===== src/bgh_pkg.sv =====
`timescale 1ns / 1ps
// ----------------------------------------------------------------------------
// bgh_pkg: shared types and constants of the tiled gray histogram
// Grid geometry, field widths, luma coefficients and index helpers.
// ----------------------------------------------------------------------------
package bgh_pkg;

    localparam int GRID_ROWS    = 10;
    localparam int GRID_COLS    = 10;
    localparam int BINS         = 16;
    localparam int NUM_COUNTERS = GRID_ROWS * GRID_COLS * BINS;

    localparam int ROW_W   = $clog2(GRID_ROWS + 1);
    localparam int COL_W   = $clog2(GRID_COLS + 1);
    localparam int BIN_W   = $clog2(BINS);
    localparam int IDX_W   = $clog2(NUM_COUNTERS);
    localparam int BIN_DIV = 256 / BINS;

    localparam int COUNT_W = 18;
    localparam logic [COUNT_W-1:0] COUNT_MAX = '1;

    localparam int IMG_W = 12;
    localparam int BLK_W = 9;

    // luma weights, Q14
    localparam int SUM_W = 22;
    localparam logic [SUM_W-1:0] COEF_B = SUM_W'(1868);
    localparam logic [SUM_W-1:0] COEF_G = SUM_W'(9617);
    localparam logic [SUM_W-1:0] COEF_R = SUM_W'(4899);
    localparam logic [SUM_W-1:0] ROUND  = SUM_W'(8192);

    localparam int CFG_IDX_W  = 2;
    localparam int CFG_DATA_W = 12;
    localparam logic [CFG_IDX_W-1:0] CFG_IMAGE_WIDTH  = 2'd0;
    localparam logic [CFG_IDX_W-1:0] CFG_BLOCK_WIDTH  = 2'd1;
    localparam logic [CFG_IDX_W-1:0] CFG_BLOCK_HEIGHT = 2'd2;

    localparam logic [IMG_W-1:0] RST_IMAGE_WIDTH  = 12'd640;
    localparam logic [BLK_W-1:0] RST_BLOCK_WIDTH  = 9'd64;
    localparam logic [BLK_W-1:0] RST_BLOCK_HEIGHT = 9'd48;

    typedef enum logic [1:0] {
        KIND_PIXEL = 2'd0,
        KIND_READ  = 2'd1,
        KIND_CLEAR = 2'd2
    } t_kind;

    typedef struct packed {
        logic [IMG_W-1:0] image_width;
        logic [BLK_W-1:0] block_width;
        logic [BLK_W-1:0] block_height;
    } t_geom;

    typedef struct packed {
        logic [ROW_W-1:0] grid_row;
        logic [COL_W-1:0] grid_col;
        logic             in_grid;
    } t_pos;

    function automatic logic [BIN_W-1:0] luma_bin(input logic [7:0] gray);
        int q;
        q = int'(gray) / BIN_DIV;
        if (q > BINS - 1) q = BINS - 1;
        return BIN_W'(q);
    endfunction

    function automatic logic [IDX_W-1:0] counter_index(
        input logic [ROW_W-1:0] row,
        input logic [COL_W-1:0] col,
        input logic [BIN_W-1:0] bin
    );
        return (IDX_W'(row) * IDX_W'(GRID_COLS) + IDX_W'(col)) * IDX_W'(BINS) + IDX_W'(bin);
    endfunction

endpackage


===== src/bgh_raster.sv =====
`timescale 1ns / 1ps
// ----------------------------------------------------------------------------
// bgh_raster: raster position tracker
// Follows the pixel position and maps it onto the block grid.
// ----------------------------------------------------------------------------
module bgh_raster (
    input  logic           i_clk,
    input  logic           i_rst_n,
    input  logic           i_step,
    input  logic           i_clear,
    input  bgh_pkg::t_geom i_geom,
    output bgh_pkg::t_pos  o_pos
);

    logic [bgh_pkg::IMG_W-1:0] r_col_pos,    n_col_pos;
    logic [bgh_pkg::BLK_W-1:0] r_col_in_blk, n_col_in_blk;
    logic [bgh_pkg::COL_W-1:0] r_grid_col,   n_grid_col;
    logic [bgh_pkg::BLK_W-1:0] r_row_in_blk, n_row_in_blk;
    logic [bgh_pkg::ROW_W-1:0] r_grid_row,   n_grid_row;

    logic [bgh_pkg::IMG_W-1:0] w_iw;
    logic [bgh_pkg::BLK_W-1:0] w_bw;
    logic [bgh_pkg::BLK_W-1:0] w_bh;

    // a zero register acts as one
    assign w_iw = (i_geom.image_width  == '0) ? bgh_pkg::IMG_W'(1) : i_geom.image_width;
    assign w_bw = (i_geom.block_width  == '0) ? bgh_pkg::BLK_W'(1) : i_geom.block_width;
    assign w_bh = (i_geom.block_height == '0) ? bgh_pkg::BLK_W'(1) : i_geom.block_height;

    always_comb begin
        n_col_pos    = r_col_pos + 1'b1;
        n_col_in_blk = r_col_in_blk + 1'b1;
        n_grid_col   = r_grid_col;
        n_row_in_blk = r_row_in_blk;
        n_grid_row   = r_grid_row;
        if (n_col_in_blk >= w_bw) begin
            n_col_in_blk = '0;
            if (r_grid_col < bgh_pkg::COL_W'(bgh_pkg::GRID_COLS)) begin
                n_grid_col = r_grid_col + 1'b1;
            end
        end
        // end of line: restart the columns, step the rows
        if (n_col_pos >= w_iw) begin
            n_col_pos    = '0;
            n_col_in_blk = '0;
            n_grid_col   = '0;
            n_row_in_blk = r_row_in_blk + 1'b1;
            if (n_row_in_blk >= w_bh) begin
                n_row_in_blk = '0;
                if (r_grid_row < bgh_pkg::ROW_W'(bgh_pkg::GRID_ROWS)) begin
                    n_grid_row = r_grid_row + 1'b1;
                end
            end
        end
    end

    always_ff @(posedge i_clk) begin
        if (!i_rst_n || i_clear) begin
            r_col_pos    <= '0;
            r_col_in_blk <= '0;
            r_grid_col   <= '0;
            r_row_in_blk <= '0;
            r_grid_row   <= '0;
        end else if (i_step) begin
            r_col_pos    <= n_col_pos;
            r_col_in_blk <= n_col_in_blk;
            r_grid_col   <= n_grid_col;
            r_row_in_blk <= n_row_in_blk;
            r_grid_row   <= n_grid_row;
        end
    end

    assign o_pos.grid_row = r_grid_row;
    assign o_pos.grid_col = r_grid_col;
    assign o_pos.in_grid  = (r_grid_row < bgh_pkg::ROW_W'(bgh_pkg::GRID_ROWS)) &&
                            (r_grid_col < bgh_pkg::COL_W'(bgh_pkg::GRID_COLS));

endmodule


===== config.mk =====
export PLATFORM = sky130hd
export DESIGN_NAME = bgh_raster
export DESIGN_NICKNAME = d
export VERILOG_FILES = /design/src/bgh_pkg.sv /design/src/bgh_raster.sv
export SDC_FILE = /design/constraint.sdc
export NUM_CORES = 1
export LEC_CHECK = 0
export BUFFER_PORTS_ARGS = -buffer_cell sky130_fd_sc_hd__buf_2
export CORE_MARGIN = 8
export CORE_UTILIZATION = 40
export CTS_BUF_LIST = sky130_fd_sc_hd__clkbuf_16
export DETAILED_ROUTE_END_ITERATION = 8
export PLACE_DENSITY_LB_ADDON = 0.3
export SYNTH_ARGS = -nofsm -noshare
export SYNTH_HDL_FRONTEND = slang
export SYNTH_SLANG_ARGS = --single-unit

===== constraint.sdc =====
create_clock -name i_clk -period 6 [get_ports i_clk]
set_clock_uncertainty 0.05 [all_clocks]
set_input_delay 1.2 -clock i_clk [delete_from_list [all_inputs] [get_ports i_clk]]
set_output_delay 1.2 -clock i_clk [all_outputs]
set_load 0.01 [all_outputs]

==> flow_metrics.tcl <==
set metrics [dict create \
    pre_cts_ws_ns 2.18 \
    insertedDiodeCount 0 \
    clkLatencyLatePin_ns 0.28 \
    peakVddDrop_mv 0.115 \
    crit_fanout 14 \
    syn_area_mm2 0.00284 \
    worstSetupEndpointType "register" \
    cts_buffer_depth 2 \
    hp-start "r_row_in_blk[8]$_SDFFE_PP0P_" \
    finish.net_count 466 \
    seq_area_frac_synth_pct 26.8 \
    rows 30 \
    grt_pass1_vias 2430 \
    synth-seq-cells 38 \
    die_y_um 100 \
    synth_cells 360 \
    critPathSlowestCell "a21oi_1" \
    finalSetupViolCount 0 \
    syn_nets 429 \
    ys_types 46 \
    fin_crit_sh_pct 58.5 \
    crit_required_ns 6.15 \
    wire_per_inst_um 13.2 \
    num-fill-cells 724 \
    dr.first_iter.drc_count 89 \
    hpwl_um 4900 \
    fin_cells 494 \
    cts_root_buf "clkbuf_16" \
    cts_buffers 5 \
    synth_top_area_share_pct 26.8 \
    synth_compound_area_share_pct 19.8 \
    synth_xor_area_share_pct 7.41 \
    drc 0 \
    ant_nets 0 \
    slew_viol_final 0 \
    final.setup.tns_ns 0 \
    yosysTopAreaCell "dfxtp_1" \
    seq_area_um2 761 \
    dp.cells 486 \
    hold_viol_final 0 \
    synthTopCellsByArea "dfxtp_1 (27%), ha_1 (15%), a21oi_1 (6.0%)" \
    synth_mux_area_share_pct 0 \
    async_flop_share_pct 0 \
    gp_congestion 0.810 \
    reg2reg_from "r_row_in_blk[0]$_SDFFE_PP0P_" \
    clock_sinks 38 \
    start_util_pct 41.5 \
    synth_ff_type "dfxtp_1" \
    cts_tree "done" \
    cts_hold_buf 0 \
    grt.total_usage_pct 12.9 \
    die_x_um 100 \
    criticalPathCategory "input pin to register" \
    p_leak_nw 1.50 \
    crit_start "i_geom[8]" \
    rsz0062_at_grt "no" \
    ys_warn_count 0 \
    synth_top_family_by_area "simple AND/OR/NAND/NOR gates" \
    status "finished, final reports clean" \
    io_buffer_count 42 \
    power_mw 0.546 \
    synth_adder_area_share_pct 15.4 \
    max_slew_margin_pct 38.6 \
    dr.pass1.iters 4 \
    synth.avg_cell_area_um2 7.88 \
    core_area_mm2 0.00683 \
    worst_pin_slew_ns 0.921 \
    clk_pin_slew_ns 0.06 \
    antenna_found_initial 0 \
    viasPerCell 5.32 \
    grt_start_max_net_pins 43 \
    layout-drive-gt1-share_pct 14.6 \
    grt_pass1_wl_um 10800 \
    r2r_slack_ns 2.54 \
    postLayoutCoreUtil_pct 47.6 \
    period_needed_ns 3.51 \
    synth_edf_count 0 \
    dieArea_mm2 0.0100 \
    post_cts_resized 0 \
    postCtsSetupBuffers 0 \
    cp-start-kind "input pin" \
    max_stage_delay_ns 0.73 \
    cap_violations 0 \
    htree_levels 2 \
    synth_simple_gate_area_share_pct 24.1 \
    grt_overflow_total 0 \
    multiInputGateArea_mm2 0.00189 \
    power_per_cell_area_mw_per_mm2 168 \
    wirelength_um 6500 \
    path_cells "buf_2, nor4_1, a41o_1, ha_1, nand2b_1, a31oi_1, o21ai_0, a21oi_1, nand2_1, o22ai_1" \
    hold_class "register to register" \
    vias 2628 \
    fmax_ghz 0.285 \
    worst_slack_ns 2.49 \
    synthToLayoutAreaGrowth_pct 14.6 \
    num_io_pins 43 \
    cp.arrival_ns 3.66 \
]
## cells in the final DEF, fill, tap and decap left out, types with 2 or more instances in the layout
cell type and n:
nor4_1 6, o21a_1 3, and4_1 2, nand3b_1 5
o211ai_1 3, a21o_1 6, o31ai_1 3, ha_1 35
nand2b_1 4, dfxtp_1 38, a21oi_1 34, or3_1 7
or4_1 3, nand2_1 41, clkbuf_16 5, and2_1 3
o22ai_1 6, buf_2 42, inv_1 31, a21oi_2 2
or2_2 2, nand4_1 3, nand3_1 28, xnor2_1 13
o21ai_0 7, xor2_1 11, nor3_1 2, a41o_1 2
a31oi_1 3, and3_1 10, buf_4 2, a32oi_1 5
nor2_1 16
## layout make-up
cell class / instances / share of cell area [%]
multi-input cells: 278 / 58.3
flip-flops and latches: 38 / 23.4
repair buffers: 44 / 6.93
clock buffers: 5 / 3.85
well taps: 96 / 3.70
inverters: 30 / 3.47
clock inverters: 3 / 0.385
## synthesized netlist by cell type, types with 2 or more instances
master    instances
and3_1           10
a21oi_1          34
nor3_1            2
nand2b_1          4
o21ai_0           7
nand4_1           3
or4_1             3
o31ai_1           3
and2_1            3
or3_1             7
dfxtp_1          38
o21a_1            3
nor4_1            6
ha_1             35
a41o_1            2
o22ai_1           6
or2_2             2
nor2_1           16
and4_1            2
nand3_1          28
a32oi_1           5
nand3b_1          5
buf_2             2
inv_1            30
buf_6             2
a31oi_1           3
xor2_1           11
clkbuf_1         10
nand2_1          41
a21oi_2           2
a21o_1            6
o211ai_1          3
xnor2_1          13
## layer usage
layer / GRT usage, % / routed length (um) / vias up / part of all wire (%)
met5: 0 / 0 / - / 0
met4: 3.49 / 57 / 0 / 0.88
met3: 3.25 / 293 / 5 / 4.5
met2: 20.5 / 2990 / 43 / 46
met1: 16.7 / 3160 / 1220 / 49
li1: - / - / 1360 / -
## registers in the layout (all words and copies together) (netlist names)
register      flops
r_row_in_blk      9
r_grid_row        4
r_col_in_blk      9
r_grid_col        4
r_col_pos        12
## worst paths after layout
| check | end | cells past startpoint |
|---|---|---|
| hold / removal | r_row_in_blk[8]$_SDFFE_PP0P_ | 2 |
| setup reg to reg | r_row_in_blk[6]$_SDFFE_PP0P_ | 10 |
| hold reg to reg | r_row_in_blk[8]$_SDFFE_PP0P_ | 2 |
| setup / recovery | r_row_in_blk[6]$_SDFFE_PP0P_ | 10 |
## through the flow
stage / hold slack (ns) / area, um^2
after floorplan: 0.394 / 2840
after global placement: 0.403 / 3110
after detailed placement: 0.412 / 3110
after CTS: 0.427 / 3250
after global routing: 0.436 / 3250
final: 0.425 / 3250
## kinds of logic (layout without fill, tap and decap cells)
group / Yosys count / after routing
xor+xnor: 24 / 24
fa+ha+maj: 35 / 35
simple gates: 135 / 135
flops: 38 / 38
compound gates: 84 / 84
buf+inv: 44 / 82
## where the power goes
group	internal, mW	leakage [nW]	switching [mW]
sequential	0.253	0.306	0.00118
clock	0.150	0.0724	0.0949
combinational	0.0197	1.12	0.0270
total	0.423	1.50	0.123
## worst max-delay path, delay by kind of cell
family                     cells  cell delay (ns)
buffers and inverters          1             0.11
AOI/OAI and AO/OA              5             1.45
and+or+nand+nor                3             0.69
adders and majority gates      1             0.21
No activity file was read; power rests on OpenSTA's default activity.
